### config.mk
export PLATFORM = sky130hd
export DESIGN_NAME = alis_ctrl
export DESIGN_NICKNAME = d
export VERILOG_FILES = /design/src/hdl/alis_pkg.sv /design/src/hdl/alis_ctrl.sv
export SDC_FILE = /design/constraint.sdc
export NUM_CORES = 1
export LEC_CHECK = 0
export ABC_AREA = 0
export BUFFER_PORTS_ARGS = -buffer_cell sky130_fd_sc_hd__buf_2
export CAP_MARGIN = 20
export CORE_AREA = 3 3 40 42
export CTS_CLUSTER_SIZE = 20
export DETAILED_ROUTE_END_ITERATION = 16
export DIE_AREA = 0 0 43 45
export MAX_ROUTING_LAYER = met4
export PLACE_DENSITY = 0.55
export SETUP_SLACK_MARGIN = 0.15
export SLEW_MARGIN = 25
export SYNTH_ARGS = -nofsm -noshare
export SYNTH_HDL_FRONTEND = slang
export SYNTH_SLANG_ARGS = --single-unit
### constraint.sdc
create_clock -name clk -period 2.5 [get_ports clk]
set_clock_uncertainty 0.2 [all_clocks]
set_input_delay 0.125 -clock clk [delete_from_list [all_inputs] [get_ports clk]]
set_output_delay 0.125 -clock clk [all_outputs]
set_load 0.02 [all_outputs]
### src/hdl/alis_pkg.sv
package alis_pkg;

  // Width shared by the position, found_index and entry_count fields.
  localparam int FIELD_W = 8;
  localparam int VALUE_W = 32;

  typedef enum logic [1:0] {
    CMD_INSERT  = 2'd0,
    CMD_LSEARCH = 2'd1,
    CMD_BSEARCH = 2'd2
  } cmd_code_t;

  localparam logic [1:0] ST_OK       = 2'd0;
  localparam logic [1:0] ST_BADPOS   = 2'd1;
  localparam logic [1:0] ST_FULL     = 2'd2;
  localparam logic [1:0] ST_NOTFOUND = 2'd3;

  typedef struct packed {
    logic [1:0]                command;
    logic [FIELD_W-1:0]        position;
    logic signed [VALUE_W-1:0] operand_value;
  } in_item_t;

  typedef struct packed {
    logic [1:0]         status;
    logic [FIELD_W-1:0] found_index;
    logic [FIELD_W-1:0] entry_count;
  } out_item_t;

  // Commands from the controller to the datapath.
  typedef struct packed {
    logic load;    // capture an accepted item
    logic walk;    // issue one downward read of the shift or linear walk
    logic place;   // write the new value and bump the count
    logic bprobe;  // issue the read of the binary search midpoint
    logic bcmp;    // compare the midpoint entry and narrow the range
    logic hit_lin; // record the linear search match
    logic emit;    // load the output register
  } ctl_cmd_t;

  // Status from the datapath to the controller.
  typedef struct packed {
    logic ins_ok;    // incoming insert has a good position and room
    logic walk_more; // walk pointer has not passed its lower bound
    logic walk_pend; // a read of the walk is still in flight
    logic lin_match; // the entry just read equals the key
    logic b_live;    // binary search range is not empty
    logic b_eq;      // midpoint entry equals the key
    logic out_free;  // output register can take a new item
  } dp_stat_t;

endpackage

### src/hdl/alis_ctrl.sv
module alis_ctrl (
  input  logic                clk,
  input  logic                rst_n,
  input  logic                in_valid,
  input  logic [1:0]          in_cmd,
  input  alis_pkg::dp_stat_t  st,
  output alis_pkg::ctl_cmd_t  cmd,
  output logic                in_stall
);

  typedef enum logic [2:0] {
    S_IDLE,
    S_SHIFT,
    S_PLACE,
    S_LSCAN,
    S_BPROBE,
    S_BCMP,
    S_FIN
  } state_t;

  state_t state_r, state_nxt;

  always_comb begin
    state_nxt = state_r;
    cmd       = '0;
    unique case (state_r)
      S_IDLE: begin
        if (in_valid) begin
          cmd.load = 1'b1;
          priority if (in_cmd == alis_pkg::CMD_INSERT) begin
            state_nxt = st.ins_ok ? S_SHIFT : S_FIN;
          end else if (in_cmd == alis_pkg::CMD_LSEARCH) begin
            state_nxt = S_LSCAN;
          end else if (in_cmd == alis_pkg::CMD_BSEARCH) begin
            state_nxt = S_BPROBE;
          end else begin
            state_nxt = S_FIN;
          end
        end
      end
      S_SHIFT: begin
        if (st.walk_more) begin
          cmd.walk = 1'b1;
        end else begin
          // The last moved entry is written back in this cycle.
          state_nxt = S_PLACE;
        end
      end
      S_PLACE: begin
        cmd.place = 1'b1;
        state_nxt = S_FIN;
      end
      S_LSCAN: begin
        priority if (st.lin_match) begin
          cmd.hit_lin = 1'b1;
          state_nxt   = S_FIN;
        end else if (!st.walk_more && !st.walk_pend) begin
          state_nxt = S_FIN;
        end else begin
          cmd.walk = st.walk_more;
        end
      end
      S_BPROBE: begin
        if (st.b_live) begin
          cmd.bprobe = 1'b1;
          state_nxt  = S_BCMP;
        end else begin
          state_nxt = S_FIN;
        end
      end
      S_BCMP: begin
        cmd.bcmp  = 1'b1;
        state_nxt = st.b_eq ? S_FIN : S_BPROBE;
      end
      S_FIN: begin
        if (st.out_free) begin
          cmd.emit  = 1'b1;
          state_nxt = S_IDLE;
        end
      end
      default: begin
        state_nxt = S_IDLE;
      end
    endcase
  end

  always_ff @(posedge clk) begin
    if (!rst_n) begin
      state_r <= S_IDLE;
    end else begin
      state_r <= state_nxt;
    end
  end

  assign in_stall = (state_r != S_IDLE);

endmodule

# == Word level (Yosys, flattened, before mapping) ==
# Cells that the tools add are included.
# totals
mem_bits_rw,0
mem_bits_ro,0
out_inout_bits,8
regBits,3
inputBits,12
memories,0
latchBits,0
# op_classes
n_eq_ne,12
reduce_logical,7
div,0
shift,0
multipliers,0
addsub,0
magnitude_cmp,0
n_mux,26
bitwise,0
# op_table
operator,n
two-way mux 3 bit,8
case mux 3 bit (7 select lines),1
two-way mux 1 bit,13
"equality test 3 bit, second input constant",3
"equality test 3 x 2 -> 1 bit, second input constant",2
two-way mux 2 bit,3
"inequality test 2 bit, second input constant",3
AND reduction 4 bit,1
"equality test 3 x 1 -> 1 bit, second input constant",1
zero test 3 bit,1
"inequality test 3 bit, second input constant",1
nonzero test 3 bit,1
"equality test 2 x 1 -> 1 bit, second input constant",1
"equality test 2 bit, second input constant",1
zero test 1 bit,2
zero test 2 bit,1
case mux 1 bit (2 select lines),1
logical AND 1 bit,1

# == Longest topological paths before layout ==
# logic_depth
depth_word,6
depth_mapped,5

# == Worst setup path after synthesis ==
# Ideal clock, no wire load.
# synth_timing
path_kind,register -> register
startpoint,register state_r[1]
endpoint,register state_r[0]
required_time_ns,2.230
slack_ns,0.886
path_stages_with_launch,5
path_buffers,1
period_less_slack_ns,1.614
arrival_time_ns,1.344
cell_sequence,dfxtp_1 buf_2 nor3_1 o21ai_1 a21oi_1
# synth_via
elab_chain_len,3
elab_cells_between_ends,13
cone_classes,eq/ne: 10; mux: 1; reduce/logical: 2
# synth_lines
item,line,text
"start, declared",alis_ctrl.sv:21,"state_t state_r, state_nxt;"
"start signal, assigned",alis_ctrl.sv:91,state_r <= state_nxt;
"equality test 3 x 2 -> 1 bit, or another cell as far along",alis_ctrl.sv:26,unique case (state_r)
inequality test 3 bit (no source line) / inequality test 2 bit (equally long branches),-,
AND reduction 4 bit (no source line),-,
# Parallel ways exist; a longest one is shown, timed or not.
# A chain may end at the register's enable or synchronous reset.

# == Worst setup path after layout ==
# layout_timing
startpoint,register state_r[1]
endpoint,register state_r[2]
# The elaborated chain is that of the path after synthesis.

==> results.md <==
- Commonest non-fill, non-tap cell in the layout: buf_2
- Worst-path fanout max: 14
- Clock sinks: 3
- Max Slew Vio Count: 0
- Number of synthesis warnings: 0
- Fmax: 572 MHz
- Row cnt: 13
- IO Port Bufs: 19
- Status: complete, no violations
- H-Tree Depth: 1
- Register-to-register setup slack: 0.75 ns
- Seq/Total Area, Yosys: 0.194
- Die span in x: 43 um
- WL final: 784 um
- Post-cts gate resize count: 0
- Least-Margin Pin Slew: 0.482 ns
- Pwr Density: 1070 nW/um^2
- Nets: 74
- RePlAce Congestion: 0.737
- Height of the chip: 45 um
- Synthesized area: 309 um^2
- WP data required: 2.39 ns
- Final Cycle Share: 0.699
- Layout cells sized above 1: 0.426
- Biggest regs: state_r: 3 flops
- Final min period: 1.75 ns
- Max reg flops: 3
- Clk_lat worst skew: 0.23 ns
- Avg Inst Size Synth: 7.73 um^2
- MaxCap Viol Count: 0
- Slew HR: 0.678
- Die area: 1940 um^2
- Syn nets: 52
- Final Hold Fails: 0
- Unique masters post-synth: 25
- CTS tree: done
- Setup TNS: 0 ns
- Wire per inst: 10.3 um
- Clock Root Buffer: clkbuf_4
- Synthesized flop and latch total: 3
- Core area: 1280 um^2
- Grt total ovfl: 0
- Vias: 361
- Filler instances: 140
- Critical Path AT: 1.63 ns
- Initial DRC Count: 3
- Crit path kind: register to register
- Starting Density: 0.241
- TritonCTS buffer count: 3
- Antenna-violating nets left: 0
- Vias in the first global route: 339
- Critical path launch point type: register
- Final Instance Area: 435 um^2
- Multi-input gate area: 214 um^2
- LEAKAGE: 0.206 nW
- Dpl hpwl: 611 um
- Register area: 60.1 um^2
- Worst setup EP type: register
- Post-DR vias/cell: 4.75
- Synth Instances: 40
- I/O Pins: 20
- Max clock buf depth: 2
- Diode count: 0
- Finish-stage setup viols: 0
- Placement Cell Area: 399 um^2
- Antenna violations before repair: 0
- Peak supply drop: 317 uV
- Biggest register: state_r
- Largest net degree at the start of global routing: 15
- Area Growth Syn to Fin: 40.9%
- Global-route wire length before repair: 1400 um
- DRC: 0
- Pre-Repair DR Iteration Count: 3
- Gr usage total: 0.0960
- Commonest cells after routing, fill and taps aside: buf_2 (19), a21oi_1 (4)
- Hold Path Class: input pin to register
- Clock transition at path regs: 0.04 ns
- RSZ-0062 raised after global routing: false
## synth_stat cells (all sizes together)
cell | n | share of area
o21bai | 1 | 0.024
and4b | 1 | 0.032
nor2 | 4 | 0.057
o21ba | 1 | 0.032
a2bb2oi | 1 | 0.028
nand2 | 3 | 0.036
nor3b | 2 | 0.049
nor3 | 2 | 0.032
a21oi | 4 | 0.065
a31oi | 2 | 0.089
or3 | 1 | 0.020
inv | 3 | 0.036
or3b | 1 | 0.028
dfxtp | 3 | 0.19
nor4 | 1 | 0.040
nand2b | 1 | 0.020
and4 | 1 | 0.028
a311oi | 2 | 0.057
nor2b | 1 | 0.020
o21ai | 2 | 0.032
buf | 3 | 0.077
## logic make-up (layout without fill, tap and decap cells)
family,after synthesis,after routing,share of synthesized area
compound gates,13,13,0.328
buf+inv,6,27,0.113
flops,3,3,0.194
simple gates,18,18,0.364
## through the flow
step	hold WS, ns	utilization	worst slack [ns]	total power, mW	std cells
final	0.120	0.339	0.753	0.465	76
after global routing	0.159	0.339	0.611	0.510	76
after CTS	0.131	0.339	0.752	0.470	76
after detailed placement	0.193	0.311	0.761	0.381	71
after global placement	0.204	0.311	0.767	0.379	71
after floorplan	0.0761	-	0.886	0.330	40
## per-layer routing
metal,share of wire,routed length (um),global-route usage,vias up
met5,0,0,-,-
met4,0,0,0.0542,0
met3,0.11,87,0.0199,0
met2,0.41,323,0.141,17
met1,0.48,373,0.123,156
li1,-,-,-,188
## area by class of cell
class                      instances  share of cell area
sequential                         3               0.138
multi-input combinational         31               0.491
timing repair buffer              20               0.241
clock buffer                       4              0.0603
inverter                           3              0.0259
tap                               15              0.0431
## critical path, stage by stage, from the launching register on
cell and delay, ns:
dfxtp_1 0.61, a21oi_1 0.12, or3b_1 0.43, a31oi_1 0.17
a311oi_1 0.07
## final timing paths
| path | from | endpoint | cells past startpoint |
|---|---|---|---|
| worst min register to register | state_r[1] | state_r[1] | 2 |
| worst max register to register | state_r[1] | state_r[2] | 4 |
| worst max-delay path | state_r[1] | state_r[2] | 4 |
| worst min-delay path | in_cmd[1] | state_r[1] | 4 |
## repair_timing
| action | CTS | global route |
|---|---|---|
| hold buffers | 1 | 0 |
| endpoints found under the hold margin | 3 | 0 |
| setup endpoints to repair | 0 | 0 |
| setup buffers | 0 | 0 |
## power by group
group	switching [mW]	leakage [nW]	total, mW	internal, mW
Combinational	0.128	0.166	0.240	0.112
Clock	0.0260	0.0150	0.0859	0.0599
Sequential	0.0714	0.0249	0.140	0.0682
Total	0.225	0.206	0.465	0.240
(Power assumes the default switching activity.)
