===== src/hdl/alis_pkg.sv =====
package alis_pkg;

  // Width shared by the position, found_index and entry_count fields.
  localparam int FIELD_W = 8;
  localparam int VALUE_W = 32;

  typedef enum logic [1:0] {
    CMD_INSERT  = 2'd0,
    CMD_LSEARCH = 2'd1,
    CMD_BSEARCH = 2'd2
  } cmd_code_t;

  localparam logic [1:0] ST_OK       = 2'd0;
  localparam logic [1:0] ST_BADPOS   = 2'd1;
  localparam logic [1:0] ST_FULL     = 2'd2;
  localparam logic [1:0] ST_NOTFOUND = 2'd3;

  typedef struct packed {
    logic [1:0]                command;
    logic [FIELD_W-1:0]        position;
    logic signed [VALUE_W-1:0] operand_value;
  } in_item_t;

  typedef struct packed {
    logic [1:0]         status;
    logic [FIELD_W-1:0] found_index;
    logic [FIELD_W-1:0] entry_count;
  } out_item_t;

  // Commands from the controller to the datapath.
  typedef struct packed {
    logic load;    // capture an accepted item
    logic walk;    // issue one downward read of the shift or linear walk
    logic place;   // write the new value and bump the count
    logic bprobe;  // issue the read of the binary search midpoint
    logic bcmp;    // compare the midpoint entry and narrow the range
    logic hit_lin; // record the linear search match
    logic emit;    // load the output register
  } ctl_cmd_t;

  // Status from the datapath to the controller.
  typedef struct packed {
    logic ins_ok;    // incoming insert has a good position and room
    logic walk_more; // walk pointer has not passed its lower bound
    logic walk_pend; // a read of the walk is still in flight
    logic lin_match; // the entry just read equals the key
    logic b_live;    // binary search range is not empty
    logic b_eq;      // midpoint entry equals the key
    logic out_free;  // output register can take a new item
  } dp_stat_t;

endpackage


===== src/hdl/alis_ram.sv =====
module alis_ram #(
  parameter int WIDTH = 32,
  parameter int DEPTH = 128
) (
  input  logic                     clk,
  input  logic                     we,
  input  logic [$clog2(DEPTH)-1:0] waddr,
  input  logic [WIDTH-1:0]         wdata,
  input  logic                     re,
  input  logic [$clog2(DEPTH)-1:0] raddr,
  output logic [WIDTH-1:0]         rdata
);

  logic [WIDTH-1:0] mem [DEPTH];
  logic [WIDTH-1:0] rdata_r;

  always_ff @(posedge clk) begin
    if (we) begin
      mem[waddr] <= wdata;
    end
    if (re) begin
      rdata_r <= mem[raddr];
    end
  end

  assign rdata = rdata_r;

endmodule


===== src/hdl/alis_dpath.sv =====
module alis_dpath #(
  parameter int CAPACITY = 128
) (
  input  logic                clk,
  input  logic                rst_n,
  input  alis_pkg::in_item_t  in_data,
  input  logic                out_stall,
  input  alis_pkg::ctl_cmd_t  cmd,
  output alis_pkg::dp_stat_t  st,
  output logic                out_valid,
  output alis_pkg::out_item_t out_data
);

  localparam int AW   = $clog2(CAPACITY);
  localparam int CW   = $clog2(CAPACITY + 1);
  localparam int BW   = CW + 1;
  localparam int CMPW = (CW + 1 > alis_pkg::FIELD_W) ? CW + 1 : alis_pkg::FIELD_W;
  localparam int FW   = alis_pkg::FIELD_W;
  localparam int VW   = alis_pkg::VALUE_W;

  // Held state and per-item working registers.
  logic [CW-1:0]          count_r, count_nxt;
  logic signed [VW-1:0]   key_r, key_nxt;
  logic [CMPW-1:0]        lb_r, lb_nxt;
  logic [CW-1:0]          i_r, i_nxt;
  logic                   pend_r, pend_nxt;
  logic [CW-1:0]          pend_idx_r, pend_idx_nxt;
  logic                   mode_ins_r, mode_ins_nxt;
  logic [BW-1:0]          lo_r, lo_nxt;
  logic [BW-1:0]          hi_r, hi_nxt;
  logic [CW-1:0]          mid_r, mid_nxt;
  logic [1:0]             res_status_r, res_status_nxt;
  logic [CW-1:0]          res_idx_r, res_idx_nxt;
  logic                   out_valid_r, out_valid_nxt;
  alis_pkg::out_item_t    out_data_r, out_data_nxt;

  logic [CMPW-1:0]        pos_ext;
  logic                   pos_ok;
  logic                   full;
  logic [BW:0]            lohi_sum;
  logic [BW-1:0]          mid_full;
  logic [CW-1:0]          mid_now;
  logic [CW-1:0]          mid_dec;
  logic [CW-1:0]          i_dec;
  logic [CMPW-1:0]        lb_dec;

  logic                   ram_we;
  logic [AW-1:0]          ram_waddr;
  logic [VW-1:0]          ram_wdata;
  logic                   ram_re;
  logic [AW-1:0]          ram_raddr;
  logic [VW-1:0]          ram_rdata;

  alis_ram #(
    .WIDTH(VW),
    .DEPTH(CAPACITY)
  ) u_ram (
    .clk   (clk),
    .we    (ram_we),
    .waddr (ram_waddr),
    .wdata (ram_wdata),
    .re    (ram_re),
    .raddr (ram_raddr),
    .rdata (ram_rdata)
  );

  assign pos_ext  = CMPW'(in_data.position);
  assign pos_ok   = (pos_ext != '0) && (pos_ext <= CMPW'(count_r) + 1'b1);
  assign full     = (CMPW'(count_r) >= CMPW'(CAPACITY));

  assign lohi_sum = {1'b0, lo_r} + {1'b0, hi_r};
  assign mid_full = lohi_sum[BW:1];
  assign mid_now  = mid_full[CW-1:0];
  assign mid_dec  = mid_now - 1'b1;
  assign i_dec    = i_r - 1'b1;
  assign lb_dec   = lb_r - 1'b1;

  // One read port shared by the walk and the binary probe.
  assign ram_re    = cmd.walk | cmd.bprobe;
  assign ram_raddr = cmd.bprobe ? mid_dec[AW-1:0] : i_dec[AW-1:0];

  // Moved entries land one place up; the new value goes in last.
  assign ram_we    = cmd.place | (pend_r & mode_ins_r);
  assign ram_waddr = cmd.place ? lb_dec[AW-1:0] : pend_idx_r[AW-1:0];
  assign ram_wdata = cmd.place ? key_r : ram_rdata;

  always_comb begin
    st.ins_ok    = pos_ok && !full;
    st.walk_more = (CMPW'(i_r) >= lb_r);
    st.walk_pend = pend_r;
    st.lin_match = pend_r && (ram_rdata == key_r);
    st.b_live    = (lo_r <= hi_r);
    st.b_eq      = (ram_rdata == key_r);
    st.out_free  = !out_valid_r || !out_stall;
  end

  always_comb begin
    count_nxt      = count_r;
    key_nxt        = key_r;
    lb_nxt         = lb_r;
    i_nxt          = i_r;
    pend_nxt       = cmd.walk;
    pend_idx_nxt   = pend_idx_r;
    mode_ins_nxt   = mode_ins_r;
    lo_nxt         = lo_r;
    hi_nxt         = hi_r;
    mid_nxt        = mid_r;
    res_status_nxt = res_status_r;
    res_idx_nxt    = res_idx_r;
    out_valid_nxt  = out_valid_r && out_stall;
    out_data_nxt   = out_data_r;

    if (cmd.load) begin
      key_nxt      = in_data.operand_value;
      mode_ins_nxt = (in_data.command == alis_pkg::CMD_INSERT);
      lb_nxt       = (in_data.command == alis_pkg::CMD_INSERT) ? pos_ext : CMPW'(1);
      i_nxt        = count_r;
      lo_nxt       = BW'(1);
      hi_nxt       = BW'(count_r);
      res_idx_nxt  = '0;
      if (in_data.command == alis_pkg::CMD_INSERT) begin
        priority if (!pos_ok) begin
          res_status_nxt = alis_pkg::ST_BADPOS;
        end else if (full) begin
          res_status_nxt = alis_pkg::ST_FULL;
        end else begin
          res_status_nxt = alis_pkg::ST_OK;
        end
      end else begin
        res_status_nxt = alis_pkg::ST_NOTFOUND;
      end
    end

    if (cmd.walk) begin
      i_nxt        = i_dec;
      pend_idx_nxt = i_r;
    end

    if (cmd.place) begin
      count_nxt = count_r + 1'b1;
    end

    if (cmd.hit_lin) begin
      res_status_nxt = alis_pkg::ST_OK;
      res_idx_nxt    = pend_idx_r;
    end

    if (cmd.bprobe) begin
      mid_nxt = mid_now;
    end

    if (cmd.bcmp) begin
      priority if (ram_rdata == key_r) begin
        res_status_nxt = alis_pkg::ST_OK;
        res_idx_nxt    = mid_r;
      end else if ($signed(ram_rdata) > key_r) begin
        hi_nxt = {1'b0, mid_r} - 1'b1;
      end else begin
        lo_nxt = {1'b0, mid_r} + 1'b1;
      end
    end

    if (cmd.emit) begin
      out_valid_nxt            = 1'b1;
      out_data_nxt.status      = res_status_r;
      out_data_nxt.found_index = FW'(res_idx_r);
      out_data_nxt.entry_count = FW'(count_r);
    end
  end

  always_ff @(posedge clk) begin
    if (!rst_n) begin
      count_r     <= '0;
      pend_r      <= 1'b0;
      out_valid_r <= 1'b0;
    end else begin
      count_r     <= count_nxt;
      pend_r      <= pend_nxt;
      out_valid_r <= out_valid_nxt;
    end
    key_r        <= key_nxt;
    lb_r         <= lb_nxt;
    i_r          <= i_nxt;
    pend_idx_r   <= pend_idx_nxt;
    mode_ins_r   <= mode_ins_nxt;
    lo_r         <= lo_nxt;
    hi_r         <= hi_nxt;
    mid_r        <= mid_nxt;
    res_status_r <= res_status_nxt;
    res_idx_r    <= res_idx_nxt;
    out_data_r   <= out_data_nxt;
  end

  assign out_valid = out_valid_r;
  assign out_data  = out_data_r;

endmodule


===== config.mk =====
export PLATFORM = sky130hd
export DESIGN_NAME = alis_dpath
export DESIGN_NICKNAME = d
export VERILOG_FILES = /design/src/hdl/alis_pkg.sv /design/src/hdl/alis_ram.sv /design/src/hdl/alis_dpath.sv
export SDC_FILE = /design/constraint.sdc
export NUM_CORES = 2
export LEC_CHECK = 0
export ABC_AREA = 1
export BUFFER_PORTS_ARGS = -buffer_cell sky130_fd_sc_hd__clkbuf_2
export CELL_PAD_IN_SITES_DETAIL_PLACEMENT = 0
export CELL_PAD_IN_SITES_GLOBAL_PLACEMENT = 1
export CORE_MARGIN = 5
export CORE_UTILIZATION = 40
export DETAILED_ROUTE_END_ITERATION = 8
export HOLD_SLACK_MARGIN = 0.1
export PLACE_DENSITY_LB_ADDON = 0.25
export SLEW_MARGIN = 20
export SYNTH_ARGS = -nofsm -noshare
export SYNTH_HDL_FRONTEND = slang
export SYNTH_SLANG_ARGS = --single-unit
export TNS_END_PERCENT = 100

===== constraint.sdc =====
create_clock -name clk -period 10.04 [get_ports clk]
set_input_delay 2.008 -clock clk [delete_from_list [all_inputs] [get_ports clk]]
set_output_delay 2.008 -clock clk [all_outputs]
set_load 0.05 [all_outputs]

# Yosys cells after proc, flatten, opt, wreduce, memory -nomap -nowiden
# Memory sizes are Yosys's and may differ from the RTL's. A register that Yosys moved wholly into a read port is not among the register bits.
# Cells that the tools add are included.
# word_totals
register_bits,121
ram_bits,4096
in_bits,52
output_inout_bits,26
n_memories,1
# classes
n_addsub,8
magnitude_cmp,5
n_eq_ne,1
muxes,27
bitwise,3
reduce_logical,11
# memory_table
memory,depth,word_bits,read_ports,rd_ports_with_merged_regs,wr,line,source
u_ram.mem,128,32,1,1,1,alis_ram.sv:14,logic [WIDTH-1:0] mem [DEPTH];
# op_table
operator,n
two-way mux 9 bit,8
two-way mux 8 bit,6
equality test 32 bit,1
> comparator 32 bit,1
two-way mux 32 bit,1
"adder 8 x 1 -> 9 bit, second input constant",2
two-way mux 2 bit,7
two-way mux 7 bit,2
"subtractor 7 x 1 -> 7 bit, second input constant",2
adder 9 bit,1
less-or-equal comparator 8 x 9 -> 1 bit,1
less-or-equal comparator 9 bit,1
nonzero test 9 bit,1
"subtractor 8 x 1 -> 9 bit, second input constant",1
"adder 8 x 1 -> 8 bit, second input constant",1
greater-or-equal comparator 8 bit,1
"greater-or-equal comparator 8 bit, second input constant",1
"subtractor 8 x 1 -> 8 bit, second input constant",1
logical AND 1 bit,4
logical NOT 1 bit,3
two-way mux 1 bit,3
logical NOT 2 bit,1
OR 1 bit,2
nonzero test 2 bit,1
2 further kinds,2

# Depth between registers and ports, before layout
# depth
word_depth,9
ltp_mapped,22
mapped_depth_nobuf,19

# Cells and area by module
# Synthesis repeated with hierarchy kept, for this count alone.
# unflattened
cells_unflattened,14239
area_unflattened_um2,172372.8
# by_module_without_submodules
module,n_inst,cells_each,area_each_um2,seq_area_each_um2
alis_ram,1,13389,164954.5,123958.9
alis_dpath,1,850,7418.4,3253.1

# Worst setup path after synthesis
# No wires, ideal clock.
# synth_timing
path_type,input port to flip-flop
start,input port cmd[4] (netlist name)
end,"memory u_ram.mem[0][23], data pin"
setup_time_ns,1.197
arrival_ns,7.475
required_ns,8.843
slack_ns,1.368
cell_stages,4
n_path_buf,2
cell_sequence,inv_1 clkbuf_1 clkbuf_1 o21ai_0
# synth_via
elab_chain_len,1
# synth_rtl
element,line,source
start: declaration,alis_dpath.sv:8,"input alis_pkg::ctl_cmd_t cmd,"
two-way mux 32 bit,alis_dpath.sv:85,assign ram_wdata = cmd.place ? key_r : ram_rdata;
via ram_wdata[23],alis_dpath.sv:49,logic [VW-1:0] ram_wdata;
end: declaration,alis_ram.sv:14,
# The timed path passes the listed nets, and every way through them passes these cells.

# Final worst setup path
# layout_timing
start,register lo_r[0]
end,"register u_ram.rdata_r[7], in the netlist u_ram.rdata[7], read port of u_ram.mem, data pin"
# layout_via
elab_chain_len,3
# layout_rtl
element,line,source
start: declaration,alis_dpath.sv:29,"logic [BW-1:0] lo_r, lo_nxt;"
start signal: assignment,alis_dpath.sv:186,lo_r <= lo_nxt;
adder 9 bit,alis_dpath.sv:71,"assign lohi_sum = {1'b0, lo_r} + {1'b0, hi_r};"
via lohi_sum[2],alis_dpath.sv:40,logic [BW:0] lohi_sum;
subtractor 7 x 1 -> 7 bit,alis_dpath.sv:74,assign mid_dec = mid_now - 1'b1;
two-way mux 7 bit,alis_dpath.sv:80,assign ram_raddr = cmd.bprobe ? mid_dec[AW-1:0] : i_dec[AW-1:0];
end: declaration,alis_ram.sv:15,logic [WIDTH-1:0] rdata_r;
# The timed path passes the listed nets, and every way through them passes these cells.
# A chain may end at the register's enable or synchronous reset.

==> results.md <==
- Initial antenna violation count: 30
- Fmax: 0.167 GHz
- Rel. slew slack: 21.9%
- CP max FO: 126
- DRC: 0
- Die span in x: 668 microns
- Yosys cell types: 42
- Clock buffer depth: 4
- Final Cycle Share: 59.6%
- Placement Rows: 241
- Syn nets: 14.6k
- Clk_lat worst skew: 0.99 ns
- Ys Warns: 0
- Num ports: 78
- Layout area overhead: 12.6%
- Final Cell Area: 195,000 sq um
- Cell taking the most area after synthesis: edfxtp_1
- EDFF count, synth: 4,211
- Fin util: 45.3%
- Setup crit end kind: flop
- Port buffer count: 77
- Placed cell area: 181,000 sq um
- Post-synth top cells: edfxtp_1, nand2_1, nor2_1, o21ai_0, o22ai_1
- Pins Over Slew Limit: 0
- Outcome: completed
- PD cells: 360 nW/um^2
- Post-Syn Area: 173,000 sq um
- Count leader, synth: edfxtp_1
- Post-CTS Setup Inserts: 0
- Die H: 668 microns
- Final setup fails: 0
- Setup Crit Path Kind: flop to flop
- Via density: 5.66
- Crit-path leading delay family: simple AND/OR/NAND/NOR gates
- Design Power: 0.0702 W
- Initial Util: 40.2%
- Crit-path cells: ha_1, fa_1, xnor2_1, inv_1, ha_1, nand2_1, nand2_8, buf_4, buf_12, o21ai_0, o22ai_1, nand2_1, nand2_1, nand2_1, nand2_1, nand2_1, nand3_1, nand3_1, nand2_1
- Clock root buffer: clkbuf_16
- Overflow after GRT: 0
- Largest net degree at the start of global routing: 192
- CTS tree: built
- RSZ-0062 raised after global routing: false
- Final wirelength: 566,000 microns
- Vias: 115k
- Htree depth: 5
- Sequential area share after synthesis: 73.4%
- Estimated wirelength of the detail-placed design: 308,000 microns
- Most common cell on crit path: nand2_1
- Clk slew on worst S/H paths: 0.06 ns
- Clock skew: 0.0399 ns
- First-pass GRT wire length: 803,000 microns
- Slowest stage cell, crit path: buf_4
- Cell count after synthesis: 14.4k
- Worst-Margin Slew: 1.17 ns
- Total Nets Final: 14.4k
- Worst setup SP type: flop
- Leading register cell type out of synthesis: edfxtp_1
- CP bufs+invs: 3
- CTS resizes: 0
- Antenna-violating nets left: 0
- Initial drt markers: 14.4k
- Max_cap viols: 0
- Vias in the first global route: 108k
- Syn avg cell area: 12.0 sq um
- Number of iterations in the first detailed-routing pass: 6
- Max VDD drop: 0.464 mV
- GRT Util Overall: 24.6%
- Final min period: 5.98 ns
- Die ar.: 446,000 sq um
- Top cell type's share of synthesized area: 73.0%
- Synth top area cells: edfxtp_1, nand2_1, o21ai_0
- Post-CTS Hold Buffers: 0
- Hold/Removal Path Class: flop to flop
- Core area: 431,000 sq um
- Routed WL per cell: 27.7 microns
- Slowest Stage Delay on Critical Path: 0.62 ns
- Pleak: 67.1 nW
- Placer Congestion: 0.850
- Post-synth ARST share: 0%
- Crit path arrival time: 6.81 ns
- Synth Register Bits: 4,249
- Clock sink total: 4,249
- Final hold violation count: 0
- Layout cells sized above 1: 8.02%
- CTS Buf Count: 440
- Worst Path Required: 10.87 ns
- Setup TNS Final: 0 ns
-- logic make-up (layout without fill, tap and decap cells) --
| kind of cell | count (synthesis) | after routing | synth area share (%) |
|---|---|---|---|
| flops | 4249 | 4249 | 73.4 |
| fa+ha+maj | 73 | 73 | 0.531 |
| simple gates | 5636 | 5636 | 12.6 |
| xor+xnor | 30 | 30 | 0.152 |
| compound gates | 3077 | 3077 | 9.83 |
| other cells | 0 | 12 | 0 |
| buf+inv | 1361 | 1599 | 3.43 |
-- layer usage --
metal / vias up / GRT usage [%] / wire length (microns)
met5: - / 0 / 37
met4: 6 / 7.27 / 18400
li1: 51300 / - / -
met2: 4963 / 37.2 / 250000
met1: 58300 / 36.7 / 249000
met3: 796 / 3.58 / 48200
-- final timing paths --
kind	start	end	slack, ns	cells past startpoint
hold / removal	res_idx_r[6]	out_data[14]	0.44	0
setup reg to reg	lo_r[0]	u_ram.rdata[7]	4.06	19
hold reg to reg	res_idx_r[6]	out_data[14]	0.44	0
setup / recovery	lo_r[0]	u_ram.rdata[7]	4.06	19
-- cell type report --
type,count,area [sq um]
diodes,12,30.0
clock buffers,560,11800
clock inverters,240,2270
fillers,39200,236000
inverters,404,1540
multi-input cells,8816,41600
flip-flops and latches,4249,127000
well taps,5710,7140
repair buffers,395,3540
-- power by group --
group	leakage (nW)	internal, W	switching [W]
logic	21.8	0.00785	0.0250
clock network	6.84	0.00926	0.00685
registers	38.6	0.0210	0.000320
-- layout by cell type (no fill, tap or decap), types with 5 or more instances in the layout --
cell type | synthesis | layout
xnor2_1 | 10 | 10
o22ai_1 | 737 | 737
inv_2 | 8 | 6
xor2_1 | 20 | 20
dfxtp_1 | 38 | 38
o21ai_1 | 120 | 119
buf_4 | 54 | 257
nand2_2 | 7 | 5
clkbuf_2 | 0 | 77
nand2_8 | 0 | 5
ha_1 | 72 | 72
nand2_1 | 2912 | 2898
clkinv_2 | 1 | 65
clkinv_8 | 0 | 9
o21ai_4 | 0 | 33
buf_12 | 0 | 59
o211ai_1 | 267 | 267
nor3_1 | 12 | 12
nand3_1 | 514 | 514
nor2_1 | 2164 | 2035
inv_1 | 394 | 393
clkinvlp_4 | 0 | 5
nand2_4 | 1 | 12
clkbuf_1 | 421 | 106
nor2_4 | 0 | 128
a22oi_1 | 8 | 8
o21ai_0 | 1891 | 1859
bufinv_16 | 0 | 40
a21oi_1 | 45 | 45
diode_2 | 0 | 12
edfxtp_1 | 4211 | 4211
clkbuf_16 | 0 | 454
nand4_1 | 12 | 12
clkinv_1 | 0 | 115
-- sequential cells by signal, indices dropped and copies added, names as in the netlist, 2 cells and up --
name and flops:
pend_idx_r 8, lo_r 9, mid_r 8, key_r 32, res_status_r 2, u_ram.mem 4096
out_data 18, res_idx_r 8, u_ram.rdata 32, lb_r 8, count_r 8, i_r 8
hi_r 9
-- through the flow --
step	hold WS, ns	setup slack, ns	instances
final	0.438	4.06	20400
after global routing	0.445	3.94	20400
after CTS	0.431	4.21	20400
after detailed placement	0.417	3.31	19600
after global placement	0.411	3.28	19600
after floorplan	0.403	1.37	14400
Power figures use the tool's default switching activity.
